**config.mk**
```make
export PLATFORM = sky130hd
export DESIGN_NAME = zero_run_escape_encoder_unit
export DESIGN_NICKNAME = d
export VERILOG_FILES = /design/src/zrle_pkg.sv /design/src/zero_run_escape_encoder_unit.sv /design/src/zrle_front.sv /design/src/zrle_fifo.sv /design/src/zrle_back.sv
export SDC_FILE = /design/constraint.sdc
export NUM_CORES = 1
export LEC_CHECK = 0
export ABC_AREA = 1
export BUFFER_PORTS_ARGS = -buffer_cell sky130_fd_sc_hd__buf_2
export CAP_MARGIN = 30
export CORE_ASPECT_RATIO = 0.75
export CORE_MARGIN = 2
export CORE_UTILIZATION = 60
export DETAILED_ROUTE_END_ITERATION = 8
export PLACE_DENSITY = 0.81
export SLEW_MARGIN = 40
export SYNTH_ARGS = -nofsm -noshare
export SYNTH_HDL_FRONTEND = slang
export SYNTH_SLANG_ARGS = --single-unit
```
**constraint.sdc**
```tcl
create_clock -name i_clk -period 4.45 [get_ports i_clk]
set_input_delay 0.2225 -clock i_clk [delete_from_list [all_inputs] [get_ports i_clk]]
set_output_delay 0.2225 -clock i_clk [all_outputs]
set_load 0.02 [all_outputs]
```
**src/zrle_pkg.sv**
```systemverilog
// Shared types and constants for the zero-run escape encoder.
// No dependencies; imported by every other file of the block.
package zrle_pkg;

    localparam logic [7:0]  ESC_BYTE  = 8'hFF;
    localparam logic [7:0]  ZERO_BYTE = 8'h00;
    localparam logic [23:0] RUN_LIMIT = 24'hFEFFFF;
    localparam logic [23:0] RUN_START = 24'd2;

    // Default depth of the job queue between front and back end.
    localparam int JOB_DEPTH = 4;

    // Result steps of one job, emitted lowest bit first.
    localparam int STEP_ESC       = 0;
    localparam int STEP_CNT_HI    = 1;
    localparam int STEP_CNT_MID   = 2;
    localparam int STEP_CNT_LO    = 3;
    localparam int STEP_PRE_ZERO  = 4;
    localparam int STEP_BYTE      = 5;
    localparam int STEP_DUP       = 6;
    localparam int STEP_TAIL_ZERO = 7;
    localparam int STEP_TAIL_FILL = 8;
    localparam int NUM_STEPS      = 9;

    typedef struct packed {
        logic [7:0] in_byte;
        logic       end_of_stream;
    } t_in;

    typedef struct packed {
        logic [7:0]  out_byte;
        logic        byte_valid;
        logic [23:0] zero_fill;
        logic        run_too_long;
        logic        last;
    } t_out;

    // One classified input item: which beats to emit and their data.
    typedef struct packed {
        logic [NUM_STEPS-1:0] steps;
        logic [7:0]           data;
        logic [23:0]          count;
        logic                 flag;
    } t_job;

endpackage

```
**src/zero_run_escape_encoder_unit.sv**
```systemverilog
// Zero-run escape encoder, top level: front end, job queue and beat sequencer.
// Depends on zrle_pkg, zrle_front, zrle_fifo and zrle_back.
//
// Usage: push one raw byte per beat (with end_of_stream on the final byte of a
// stream); pop encoded beats from the result side. The front end classifies each
// byte in the cycle it is accepted and updates the run state, so the input side
// takes one byte per clock as long as the job queue (JOB_DEPTH entries) has room;
// full only reflects that queue. Each byte yields zero to six result beats, which
// the back end sends at one beat per clock through its output register while
// results are popped, so the sustained rate is one item per cycle for literal
// traffic and is bounded by the beat count for escaped bytes and closed runs. A job
// passes the queue and the step register before its first beat is registered. Bytes
// that only hold a zero or extend a run produce no beat. After an end_of_stream
// byte the run state is back to reset and the next byte starts a fresh stream.
module zero_run_escape_encoder_unit #(
    parameter int JOB_DEPTH = zrle_pkg::JOB_DEPTH
) (
    input  logic           i_clk,
    input  logic           i_rst_n,
    input  logic           push,
    output logic           full,
    input  zrle_pkg::t_in  i_in,
    output logic           empty,
    input  logic           pop,
    output zrle_pkg::t_out o_out
);
    import zrle_pkg::*;

    logic q_full, q_push, q_valid, q_rd;
    t_job front_job, q_job;

    // Front: run/held-zero tracking, one job per producing byte.
    zrle_front u_front (
        .i_clk    (i_clk),
        .i_rst_n  (i_rst_n),
        .i_push   (push),
        .i_in     (i_in),
        .i_q_full (q_full),
        .o_full   (full),
        .o_q_push (q_push),
        .o_job    (front_job)
    );

    // Queue of classified jobs; lets the input keep going while beats drain.
    zrle_fifo #(
        .DEPTH (JOB_DEPTH)
    ) u_fifo (
        .i_clk   (i_clk),
        .i_rst_n (i_rst_n),
        .i_wr    (q_push),
        .i_job   (front_job),
        .i_rd    (q_rd),
        .o_full  (q_full),
        .o_valid (q_valid),
        .o_job   (q_job)
    );

    // Back: walks the job's steps, one result beat per clock while results are popped.
    zrle_back u_back (
        .i_clk       (i_clk),
        .i_rst_n     (i_rst_n),
        .i_job_valid (q_valid),
        .i_job       (q_job),
        .o_job_rd    (q_rd),
        .i_pop       (pop),
        .o_empty     (empty),
        .o_out       (o_out)
    );

endmodule

```
**src/zrle_front.sv**
```systemverilog
// Front end: accepts raw bytes, tracks zero-run state, emits one job per producing byte.
// Depends on zrle_pkg.
module zrle_front (
    input  logic          i_clk,
    input  logic          i_rst_n,
    input  logic          i_push,
    input  zrle_pkg::t_in i_in,
    input  logic          i_q_full,
    output logic          o_full,
    output logic          o_q_push,
    output zrle_pkg::t_job o_job
);
    import zrle_pkg::*;

    logic        r_in_run, n_in_run;
    logic        r_held,   n_held;
    logic [23:0] r_count,  n_count;
    logic        r_sat,    n_sat;
    logic        accept;
    t_job        job;

    assign accept = i_push && !i_q_full;
    assign o_full = i_q_full;

    always_comb begin
        n_in_run  = r_in_run;
        n_held    = r_held;
        n_count   = r_count;
        n_sat     = r_sat;
        job       = '0;
        job.data  = i_in.in_byte;

        if (r_in_run) begin
            if (i_in.in_byte == ZERO_BYTE) begin
                if (r_count >= RUN_LIMIT) begin
                    n_count = RUN_LIMIT;
                    n_sat   = 1'b1;
                end else begin
                    n_count = r_count + 24'd1;
                end
            end else begin
                // run closes: FF, three count bytes, then the byte (twice if it is FF)
                job.steps[STEP_ESC]     = 1'b1;
                job.steps[STEP_CNT_HI]  = 1'b1;
                job.steps[STEP_CNT_MID] = 1'b1;
                job.steps[STEP_CNT_LO]  = 1'b1;
                job.steps[STEP_BYTE]    = 1'b1;
                job.steps[STEP_DUP]     = (i_in.in_byte == ESC_BYTE);
                job.count               = r_count;
                job.flag                = r_sat;
                n_in_run = 1'b0;
                n_count  = '0;
                n_sat    = 1'b0;
            end
        end else if (i_in.in_byte == ZERO_BYTE) begin
            if (r_held) begin
                n_held   = 1'b0;
                n_in_run = 1'b1;
                n_count  = RUN_START;
                n_sat    = 1'b0;
            end else begin
                n_held = 1'b1;
            end
        end else begin
            job.steps[STEP_PRE_ZERO] = r_held;
            job.steps[STEP_BYTE]     = 1'b1;
            job.steps[STEP_DUP]      = (i_in.in_byte == ESC_BYTE);
            n_held = 1'b0;
        end

        if (i_in.end_of_stream) begin
            if (n_held) begin
                job.steps[STEP_TAIL_ZERO] = 1'b1;
            end else if (n_in_run) begin
                job.steps[STEP_TAIL_FILL] = 1'b1;
                job.count                 = n_count;
                job.flag                  = n_sat;
            end
            n_in_run = 1'b0;
            n_held   = 1'b0;
            n_count  = '0;
            n_sat    = 1'b0;
        end
    end

    always_ff @(posedge i_clk) begin
        if (!i_rst_n) begin
            r_in_run <= 1'b0;
            r_held   <= 1'b0;
            r_count  <= '0;
            r_sat    <= 1'b0;
        end else if (accept) begin
            r_in_run <= n_in_run;
            r_held   <= n_held;
            r_count  <= n_count;
            r_sat    <= n_sat;
        end
    end

    // items that only hold a zero or extend a run make no job
    assign o_q_push = accept && (job.steps != '0);
    assign o_job    = job;

endmodule

```
**src/zrle_fifo.sv**
```systemverilog
// Short job queue decoupling the front end from the beat sequencer.
// Depends on zrle_pkg.
module zrle_fifo #(
    parameter int DEPTH = zrle_pkg::JOB_DEPTH
) (
    input  logic           i_clk,
    input  logic           i_rst_n,
    input  logic           i_wr,
    input  zrle_pkg::t_job i_job,
    input  logic           i_rd,
    output logic           o_full,
    output logic           o_valid,
    output zrle_pkg::t_job o_job
);
    import zrle_pkg::*;

    localparam int PTR_W = (DEPTH > 1) ? $clog2(DEPTH) : 1;
    localparam int CNT_W = $clog2(DEPTH + 1);

    t_job             r_mem [DEPTH];
    logic [PTR_W-1:0] r_wr_ptr, r_rd_ptr;
    logic [CNT_W-1:0] r_cnt;
    logic             do_wr, do_rd;

    assign o_full  = (r_cnt == CNT_W'(DEPTH));
    assign o_valid = (r_cnt != '0);
    assign o_job   = r_mem[r_rd_ptr];
    assign do_wr   = i_wr && !o_full;
    assign do_rd   = i_rd && o_valid;

    always_ff @(posedge i_clk) begin
        if (do_wr) begin
            r_mem[r_wr_ptr] <= i_job;
        end
    end

    always_ff @(posedge i_clk) begin
        if (!i_rst_n) begin
            r_wr_ptr <= '0;
            r_rd_ptr <= '0;
            r_cnt    <= '0;
        end else begin
            if (do_wr) begin
                r_wr_ptr <= (r_wr_ptr == PTR_W'(DEPTH - 1)) ? '0 : r_wr_ptr + 1'b1;
            end
            if (do_rd) begin
                r_rd_ptr <= (r_rd_ptr == PTR_W'(DEPTH - 1)) ? '0 : r_rd_ptr + 1'b1;
            end
            unique case ({do_wr, do_rd})
                2'b10:   r_cnt <= r_cnt + 1'b1;
                2'b01:   r_cnt <= r_cnt - 1'b1;
                default: r_cnt <= r_cnt;
            endcase
        end
    end

endmodule

```
**src/zrle_back.sv**
```systemverilog
// Back end: expands one job into result beats, one per cycle while popped, into an output register.
// Depends on zrle_pkg.
module zrle_back (
    input  logic           i_clk,
    input  logic           i_rst_n,
    input  logic           i_job_valid,
    input  zrle_pkg::t_job i_job,
    output logic           o_job_rd,
    input  logic           i_pop,
    output logic           o_empty,
    output zrle_pkg::t_out o_out
);
    import zrle_pkg::*;

    t_job                 r_job;
    logic [NUM_STEPS-1:0] r_steps, n_steps;
    logic                 r_out_valid;
    t_out                 r_out;

    logic [NUM_STEPS-1:0] sel, rest;
    logic                 advance, emit, load;
    t_out                 beat;

    assign advance = !r_out_valid || i_pop;
    assign sel     = r_steps & (~r_steps + 1'b1);   // lowest pending step
    assign rest    = r_steps & ~sel;
    assign emit    = advance && (r_steps != '0);
    assign load    = i_job_valid && ((r_steps == '0) || (emit && (rest == '0)));
    assign o_job_rd = load;

    always_comb begin
        beat              = '0;
        beat.byte_valid   = 1'b1;
        beat.run_too_long = r_job.flag;
        beat.last         = (rest == '0);
        priority if (r_steps[STEP_ESC]) begin
            beat.out_byte = ESC_BYTE;
        end else if (r_steps[STEP_CNT_HI]) begin
            beat.out_byte = r_job.count[23:16];
        end else if (r_steps[STEP_CNT_MID]) begin
            beat.out_byte = r_job.count[15:8];
        end else if (r_steps[STEP_CNT_LO]) begin
            beat.out_byte = r_job.count[7:0];
        end else if (r_steps[STEP_PRE_ZERO]) begin
            beat.out_byte     = ZERO_BYTE;
            beat.run_too_long = 1'b0;
        end else if (r_steps[STEP_BYTE] || r_steps[STEP_DUP]) begin
            beat.out_byte = r_job.data;
        end else if (r_steps[STEP_TAIL_ZERO]) begin
            beat.out_byte     = ZERO_BYTE;
            beat.run_too_long = 1'b0;
        end else begin
            // tail fill: no byte, report the open run length
            beat.byte_valid = 1'b0;
            beat.zero_fill  = r_job.count;
        end
    end

    always_comb begin
        if (load) begin
            n_steps = i_job.steps;
        end else if (emit) begin
            n_steps = rest;
        end else begin
            n_steps = r_steps;
        end
    end

    always_ff @(posedge i_clk) begin
        if (load) begin
            r_job <= i_job;
        end
        if (emit) begin
            r_out <= beat;
        end
    end

    always_ff @(posedge i_clk) begin
        if (!i_rst_n) begin
            r_steps     <= '0;
            r_out_valid <= 1'b0;
        end else begin
            r_steps <= n_steps;
            if (emit) begin
                r_out_valid <= 1'b1;
            end else if (i_pop) begin
                r_out_valid <= 1'b0;
            end
        end
    end

    assign o_empty = !r_out_valid;
    assign o_out   = r_out;

endmodule

```
==> results of run 1 <==
[final timing paths]
path	start	end	slack (ns)	depth (start not counted)
worst max register to register	u_back.r_steps[1]$_SDFFE_PN0P_	u_fifo.r_cnt[2]$_SDFFE_PN0P_	1.26	17
worst min register to register	u_front.r_count[22]$_SDFFE_PN0P_	u_front.r_count[22]$_SDFFE_PN0P_	0.48	2
worst min-delay path	i_rst_n	u_fifo.r_wr_ptr[1]$_SDFFE_PN0P_	0.09	3
worst max-delay path	u_back.r_steps[1]$_SDFFE_PN0P_	u_fifo.r_cnt[2]$_SDFFE_PN0P_	1.26	17
[power groups by stage]
stage          combinational [mW]  sequential [mW]  clock [mW]
5_1_grt                      2.68             3.87        2.26
3_5_place_dp                 2.38             3.87           0
6_report                     2.42             3.83        2.14
2_1_floorplan                1.51             3.95           0
3_3_place_gp                 2.29             3.84           0
4_1_cts                      2.41             3.82        2.15
[registers in the layout, summed over array words and instances (netlist names), named ones only]
name	cells
u_front.r_sat	1
u_front.r_count	24
u_front.r_held	1
u_fifo.r_rd_ptr	2
u_back.r_steps	9
u_back.o_out	35
u_fifo.r_mem	156
u_fifo.r_wr_ptr	2
u_back.r_out_valid	1
u_front.r_in_run	1
u_fifo.r_cnt	3
u_back.r_job	33
[metal layers]
layer | vias up | wire length (um)
met4 | 0 | 433
li1 | 3927 | -
met5 | - | 0
met2 | 461 | 12000
met1 | 3916 | 11300
met3 | 41 | 2790
[cell families after synthesis]
family | count (synthesis)
fa+ha+maj | 8
simple gates | 433
buf+inv | 146
flops | 270
compound gates | 242
xor+xnor | 9
[area by class of cell]
class / count / area (sq um)
inverter: 88 / 339
fill: 1398 / 6140
clock buffer: 35 / 706
clock inverter: 13 / 118
timing repair buffer: 74 / 488
tap: 253 / 317
multi-input combinational: 692 / 3400
sequential: 270 / 7650
[worst min-delay path: cells and delay by family]
kind            cells  cell delay (ns)
buf+inv             1             0.19
compound gates      2             0.14
[per-stage QoR]
| step | worst slack [ns] | cells |
|---|---|---|
| 2_1_floorplan | 1.32 | 1108 |
| 3_5_place_dp | 1.32 | 1367 |
| 3_3_place_gp | 1.36 | 1366 |
| 6_report | 1.26 | 1425 |
| 4_1_cts | 1.30 | 1423 |
| 5_1_grt | 1.04 | 1425 |
[what timing repair did]
item,4_1_cts,5_1_grt
gates resized for setup,0,0
hold buffers,8,0
endpoints found under the hold margin,32,0
[cells in the final DEF, fill, tap and decap left out, types with 3 or more instances in the layout]
cell type / n
sky130_fd_sc_hd__clkinv_2: 3
sky130_fd_sc_hd__edfxtp_1: 224
sky130_fd_sc_hd__nand2_1: 196
sky130_fd_sc_hd__clkbuf_1: 8
sky130_fd_sc_hd__buf_2: 49
sky130_fd_sc_hd__dfxtp_1: 45
sky130_fd_sc_hd__inv_2: 4
sky130_fd_sc_hd__buf_4: 14
sky130_fd_sc_hd__nor2_4: 9
sky130_fd_sc_hd__inv_1: 79
sky130_fd_sc_hd__clkbuf_16: 27
sky130_fd_sc_hd__nor2_1: 154
sky130_fd_sc_hd__nor4_1: 3
sky130_fd_sc_hd__ha_1: 7
sky130_fd_sc_hd__o211ai_1: 5
sky130_fd_sc_hd__o22ai_1: 40
sky130_fd_sc_hd__xor2_1: 8
sky130_fd_sc_hd__nor2_2: 5
sky130_fd_sc_hd__nand3b_1: 4
sky130_fd_sc_hd__nor3_1: 8
sky130_fd_sc_hd__a21oi_1: 64
sky130_fd_sc_hd__dlygate4sd3_1: 8
sky130_fd_sc_hd__clkinv_1: 8
sky130_fd_sc_hd__nand2_4: 3
sky130_fd_sc_hd__a22o_1: 7
sky130_fd_sc_hd__o21ai_0: 117
sky130_fd_sc_hd__nand2_2: 3
sky130_fd_sc_hd__nand3_1: 34
sky130_fd_sc_hd__nand4_1: 8
==> results.rst, run 1 <==
.. list-table::
   :header-rows: 1

   * - Metric
     - Value
   * - Req. time, crit path
     - 4.86 ns
   * - Total Routed Length
     - 26.5 mm
   * - Cell with the most instances after synthesis
     - sky130_fd_sc_hd__edfxtp_1
   * - Starting Density
     - 60.7%
   * - Leak
     - 4.68 nW
   * - Vias per Instance
     - 5.86
   * - Count of buffers added by post-CTS timing repair for setup
     - 0
   * - M1 GR Usage
     - 40.0%
   * - Met2 Resource Use GR
     - 39.4%
   * - Minimum period implied by the final worst setup slack
     - 3.19 ns
   * - Setup repair after global routing missed its margin
     - false
   * - Number of pins with negative max-slew slack in the final report
     - 0
   * - Class of the most critical hold timing path
     - in2reg
   * - Total via count after detailed routing
     - 8,345
   * - Power share of the combinational group
     - 28.9%
   * - Achievable clock frequency
     - 314 MHz
   * - Synth cell count leaders
     - sky130_fd_sc_hd__edfxtp_1 (224), sky130_fd_sc_hd__nand2_1 (196), sky130_fd_sc_hd__nor2_1 (158)
   * - Biggest area contributors in the synthesized netlist
     - sky130_fd_sc_hd__edfxtp_1 (58%), sky130_fd_sc_hd__dfxtp_1 (7.9%), sky130_fd_sc_hd__nand2_1 (6.3%)
   * - Worst-case headroom to the max-slew limit
     - 43.5%
   * - Sequential share of the synthesized area
     - 65.8%
   * - Global Route Usage Sum
     - 26.2%
   * - DPL Wire Length
     - 16.6 mm
   * - Dominant cell type by area after synthesis
     - sky130_fd_sc_hd__edfxtp_1
   * - Final hold violations
     - 0
   * - Number of nets produced by synthesis
     - 1,129
   * - I/O pin cnt
     - 50
   * - Status
     - completed
   * - Setup-failing EPs final
     - 0
   * - Post-detailed-route wirelength per cell
     - 18.6 um
   * - Synthesized-area fraction occupied by ao, oa, aoi and oai cells
     - 11.4%
   * - Adder and majority cell fraction of the synthesized area
     - 0.926%
   * - Latest clock arrival within the worst-skew pair
     - 0.53 ns
   * - Number of buffers between clock root and the deepest sink
     - 3
   * - Sink count of the clock tree
     - 270
   * - Fraction of final layout cells with drive strength greater than 1
     - 11.5%
   * - Average cell area after synthesis
     - 10.5 sq um
   * - Cell family with the largest share of critical-path delay
     - simple AND/OR/NAND/NOR gates
   * - Vias in the first global route
     - 7,740
   * - Area growth, synth to finish
     - 12.0%
   * - Cell area after layout
     - 13,000 sq um
   * - Sum Neg Setup Slack
     - 0 ns
   * - Number of CTS-inserted buffers
     - 26
   * - Area enclosed by the die boundary
     - 20,500 sq um
   * - Power per cell area
     - 645 nW/um^2
   * - Actual transition at the worst max-transition pin
     - 0.846 ns
   * - First-iteration detailed-routing DRC count
     - 1,214
   * - H-tree lvl count
     - 1
   * - ANT cells
     - 0
   * - Yosys top cell area share
     - 57.9%
   * - Worst vdd rail ir drop
     - 0.000508 V
   * - Switch share
     - 35.2%
   * - Largest net degree at the start of global routing
     - 79
   * - Kind of capture point of the worst setup path
     - flip-flop
   * - Buffers and inverters on the worst path
     - 3
   * - Period Utilization, post-route
     - 71.6%
   * - Largest fanout on the critical path
     - 38
   * - Number of flops mapped to enable cells by yosys
     - 224
   * - Number of nets in the layout
     - 1,173
   * - Post-route core utilization
     - 67.9%
   * - Detailed-routing iteration count for the pre-antenna-repair pass
     - 6
   * - Type of the setup path with the least slack
     - reg2reg
   * - Count of nets left with antenna violations after detail routing
     - 0
   * - GRT busiest layer
     - met1
   * - CP Cell Sequence
     - nor2_4 -> nand2_2 -> nor2_4 -> nand2_4 -> nand2_4 -> inv_4 -> nand3_2 -> nand2_4 -> nand2_8 -> inv_6 -> ha_1 -> inv_1 -> fa_1 -> a21oi_1 -> o21ai_0 -> o21ai_0 -> a21oi_1
   * - Clock transition at the registers of the reported paths
     - 0.06 ns
   * - Most instantiated flip-flop cell in the synthesis netlist
     - sky130_fd_sc_hd__edfxtp_1
   * - Mux share of post-synthesis cell area
     - 0%
   * - Distinct cells, synth
     - 44
   * - Max-cap violations
     - 0
   * - Buffers added on ports
     - 49
   * - Sw power
     - 2.96 mW
   * - Clock tree skew after final layout
     - 0.0161 ns
   * - Post-synthesis instance area
     - 11,600 sq um
   * - Final routed DRC violation total
     - 0
   * - Clock tree from TritonCTS
     - yes
   * - Final total power
     - 8.39 mW
   * - Number of standard cells after synthesis
     - 1,108
   * - Met3 track demand over resource
     - 4.80%
   * - Placer's final routability congestion estimate
     - 0.938
   * - Number of placement rows
     - 44
   * - Cell repeated most along the worst path
     - sky130_fd_sc_hd__nand2_4
   * - Reg power frac
     - 45.6%
   * - Floorplan die width
     - 165 um
   * - Remaining global-route overflow
     - 0
   * - Post-Synth XOR/XNOR Area
     - 0.678%
   * - Largest family of logic cells by synthesized area
     - simple AND/OR/NAND/NOR gates
   * - Type of origin of the critical path
     - flip-flop
   * - Die height
     - 125 um
   * - First-pass GRT wire length
     - 41.6 mm
   * - Synthesis-stage register bit count
     - 270
   * - Worst Hold Slack
     - 0.0863 ns
   * - Data arrival time at the worst-slack endpoint
     - 3.59 ns
   * - Maximum cell stage delay along the critical path
     - 0.71 ns
   * - Share of total power in the clock network
     - 25.5%
   * - Antenna violations before repair
     - 0
   * - Total core area
     - 19,200 sq um
   * - Pint
     - 5.43 mW
   * - Basic-gate share of the synthesized area counting and, or, nand and nor cells
     - 16.0%
   * - Share of async-settable or async-resettable flops after synthesis
     - 0%
   * - Yosys synthesis warning count
     - 0
   * - Crit path max-delay cell type
     - sky130_fd_sc_hd__dfxtp_1
   * - Root buffer selected by CTS
     - sky130_fd_sc_hd__clkbuf_16
   * - Cell Area, Placed
     - 12,100 sq um
No activity file was read; power rests on OpenSTA's default activity.
==> run 2, diff against run 1 <==
--- a/config.mk
+++ b/config.mk
@@ -10,9 +10,9 @@
 export CAP_MARGIN = 30
 export CORE_ASPECT_RATIO = 0.75
 export CORE_MARGIN = 2
-export CORE_UTILIZATION = 60
+export CORE_UTILIZATION = 55
 export DETAILED_ROUTE_END_ITERATION = 8
-export PLACE_DENSITY = 0.81
+export PLACE_DENSITY = 0.78
 export SLEW_MARGIN = 40
 export SYNTH_ARGS = -nofsm -noshare
 export SYNTH_HDL_FRONTEND = slang
==> constraint.sdc (replaced) <==
create_clock -name i_clk -period 2.85 [get_ports i_clk]
set_input_delay 0.1425 -clock i_clk [delete_from_list [all_inputs] [get_ports i_clk]]
set_output_delay 0.1425 -clock i_clk [all_outputs]
set_load 0.02 [all_outputs]
==> results.rst, run 2 (synthesis results as in run 1) <==
.. list-table::
   :header-rows: 1

   * - Metric
     - Value
   * - Status
     - completed
   * - Clock tree skew after final layout
     - 0.0128 ns (-0.00321 ns)
   * - Startpoint of the lowest-slack hold path
     - i_in[0]
   * - Number of placement rows
     - 46 (+4.5%)
   * - Vias in the first global route
     - 7,456 (-3.7%)
   * - Setup repair after global routing missed its margin
     - false
   * - Achievable clock frequency
     - 391 MHz (+25%)
   * - First-iteration detailed-routing DRC count
     - 1,168 (-3.8%)
   * - ANT cells
     - 0 (unchanged)
   * - Area enclosed by the die boundary
     - 22,300 sq um (+8.8%)
   * - Detailed-routing iteration count for the pre-antenna-repair pass
     - 6 (unchanged)
   * - Clock transition at the registers of the reported paths
     - 0.06 ns (about the same)
   * - Number of pins with negative max-slew slack in the final report
     - 0 (unchanged)
   * - Sink count of the clock tree
     - 270 (unchanged)
   * - Total via count after detailed routing
     - 8,204 (-1.7%)
   * - Leak
     - 4.71 nW (+0.73%)
   * - Type of the setup path with the least slack
     - reg2reg
   * - Global Route Usage Sum
     - 23.1% (-3.1 points)
   * - Area growth, synth to finish
     - 12.8%
   * - First-pass GRT wire length
     - 39.6 mm (-4.8%)
   * - Largest fanout on the critical path
     - 9 (-76%)
   * - Total core area
     - 21,000 sq um (+9.4%)
   * - Largest net degree at the start of global routing
     - 43 (-46%)
   * - Minimum period implied by the final worst setup slack
     - 2.56 ns (-0.628 ns)
   * - Period Utilization, post-route
     - 89.7% (+18 points)
   * - Minimum setup slack in the final design
     - 0.292 ns (-0.972 ns)
   * - Launching point of the worst reg2reg path
     - u_back.r_steps[4]$_SDFFE_PN0P_
   * - Worst-case headroom to the max-slew limit
     - 40.9% (-2.6 points)
   * - Fraction of final layout cells with drive strength greater than 1
     - 12.3% (+0.78 points)
   * - Floorplan die width
     - 172 um (+4.3%)
   * - Max FFs per register
     - 156 (unchanged)
   * - Final hold violations
     - 0 (unchanged)
   * - Root buffer selected by CTS
     - sky130_fd_sc_hd__clkbuf_16
   * - Count of cells along the worst register-to-register path
     - 16 (-1)
   * - Die height
     - 130 um (+4.3%)
   * - Commonest cells after routing, fill and taps aside
     - sky130_fd_sc_hd__edfxtp_1 (224), sky130_fd_sc_hd__nand2_1 (196), sky130_fd_sc_hd__nor2_1 (154), sky130_fd_sc_hd__o21ai_0 (117), sky130_fd_sc_hd__inv_1 (79)
   * - Post-placement cell count
     - 1,411 (+3.2%)
   * - Final routed DRC violation total
     - 0 (unchanged)
   * - Cells on Worst Hold Path
     - 3 (unchanged)
   * - Buffers added on ports
     - 49 (unchanged)
   * - Register with the highest flop count
     - u_fifo.r_mem
   * - Data arrival time at the worst-slack endpoint
     - 2.97 ns (-0.62 ns)
   * - Remaining global-route overflow
     - 0 (unchanged)
   * - Setup-failing EPs final
     - 0 (unchanged)
   * - DPL Wire Length
     - 15.9 mm (-4.5%)
   * - Count of nets left with antenna violations after detail routing
     - 0 (unchanged)
   * - Worst vdd rail ir drop
     - 0.000653 V (+28%)
   * - R2r endpoint
     - u_fifo.r_cnt[2]$_SDFFE_PN0P_
   * - Number of nets in the layout
     - 1,181 (+0.68%)
   * - H-tree lvl count
     - 1 (unchanged)
   * - Number of buffers between clock root and the deepest sink
     - 3 (unchanged)
   * - Placer's final routability congestion estimate
     - 0.925 (-1.4%)
   * - Power per cell area
     - 984 nW/um^2 (+53%)
   * - Max-cap violations
     - 0 (unchanged)
   * - Post-detailed-route wirelength per cell
     - 17.1 um (-8.3%)
   * - Most common cell after layout, fill and taps aside
     - sky130_fd_sc_hd__edfxtp_1
   * - Latest clock arrival within the worst-skew pair
     - 0.53 ns (about the same)
   * - Class of the most critical hold timing path
     - in2reg
   * - Type of origin of the critical path
     - flip-flop
   * - Worst setup slack before clock tree synthesis
     - 0.353 ns (-0.964 ns)
   * - Final instance count without filler cells
     - 1,467 (+2.9%)
   * - Kind of capture point of the worst setup path
     - flip-flop
   * - Starting Density
     - 55.5% (-5.2 points)
   * - Vias per Instance
     - 5.59 (-4.5%)
   * - Number of CTS-inserted buffers
     - 25 (-3.8%)
   * - Total Routed Length
     - 25.0 mm (-5.6%)
   * - I/O pin cnt
     - 50 (unchanged)
   * - Clock tree from TritonCTS
     - yes
   * - Slack of the worst reg-to-reg path
     - 0.29 ns (-0.97 ns)
   * - Req. time, crit path
     - 3.26 ns (-1.60 ns)
   * - Antenna violations before repair
     - 0 (unchanged)
   * - Worst hold endpoint
     - u_fifo.r_mem[0][40]$_DFFE_PP_
   * - Actual transition at the worst max-transition pin
     - 0.878 ns (+0.0314 ns)
[run 2: metrics by stage]
step / total power [mW] / setup TNS (ns) / hold slack, ns / area (sq um) / util, %
2_1_floorplan: 8.52 / -43.84 / 0.241 / 11600 / -
3_3_place_gp: 9.67 / 0 / 0.388 / 12200 / 58.3
3_5_place_dp: 9.76 / 0 / 0.391 / 12200 / 58.3
4_1_cts: 12.9 / 0 / 0.0631 / 13100 / 62.6
5_1_grt: 13.6 / 0 / 0.0731 / 13100 / 62.6
6_report: 12.9 / 0 / 0.0796 / 13100 / 62.6
[run 2: layout make-up]
class / instances / area (sq um)
sequential: 270 / 7650
clock inverter: 11 / 91.3
multi-input combinational: 692 / 3400
timing repair buffer: 83 / 576
fill: 1637 / 7840
tap: 288 / 360
inverter: 88 / 338
clock buffer: 35 / 693
[run 2: metal layers]
layer	vias to the layer above	wire length, um	track usage (%)	part of all wire, %
met1	3812	11500	35.4	46
met5	-	0	0	0
li1	3946	-	-	-
met3	43	2330	4.03	9.3
met4	0	484	6.23	1.9
met2	403	10700	34.2	43
[run 2: power breakdown]
group	internal [mW]	switching (mW)	total (mW)
sequential	5.54	0.305	5.84
combinational	1.07	2.80	3.87
clock	1.80	1.39	3.18
[run 2: repair_timing]
item,CTS,global route
hold buffers,10,0
endpoints found under the hold margin,39,0
gates resized for setup,0,0
setup buffers,0,0
[run 2: worst max-delay path by stage]
stage / from / to / slack, ns / cells after the start
CTS: u_back.r_steps[4]$_SDFFE_PN0P_ / u_fifo.r_cnt[2]$_SDFFE_PN0P_ / 0.33 / 16
detailed placement: u_back.r_steps[4]$_SDFFE_PN0P_ / u_fifo.r_cnt[2]$_SDFFE_PN0P_ / 0.35 / 16
global route: u_back.r_steps[4]$_SDFFE_PN0P_ / u_fifo.r_cnt[2]$_SDFFE_PN0P_ / 0.01 / 16
floorplan: u_fifo.r_cnt[1]$_SDFFE_PN0P_ / u_fifo.r_mem[0][0]$_DFFE_PP_ / -0.28 / 7
global placement: u_back.r_steps[0]$_SDFFE_PN0P_ / u_fifo.r_cnt[2]$_SDFFE_PN0P_ / 0.39 / 16
finish: u_back.r_steps[4]$_SDFFE_PN0P_ / u_fifo.r_cnt[2]$_SDFFE_PN0P_ / 0.29 / 16
[run 2: worst max-delay path, stage by stage, from the launching register on]
cell	delay, ns
sky130_fd_sc_hd__dfxtp_1	0.36
sky130_fd_sc_hd__nor2_1	0.20
sky130_fd_sc_hd__nand2_1	0.12
sky130_fd_sc_hd__nor2_4	0.14
sky130_fd_sc_hd__nor2_1	0.09
sky130_fd_sc_hd__nor2_2	0.12
sky130_fd_sc_hd__nand3_2	0.08
sky130_fd_sc_hd__nand2_4	0.11
sky130_fd_sc_hd__nand2_8	0.09
sky130_fd_sc_hd__inv_6	0.09
sky130_fd_sc_hd__ha_1	0.13
sky130_fd_sc_hd__inv_1	0.06
sky130_fd_sc_hd__fa_1	0.37
sky130_fd_sc_hd__a21oi_1	0.15
sky130_fd_sc_hd__o21ai_0	0.11
sky130_fd_sc_hd__o21ai_0	0.16
sky130_fd_sc_hd__a21oi_1	0.06
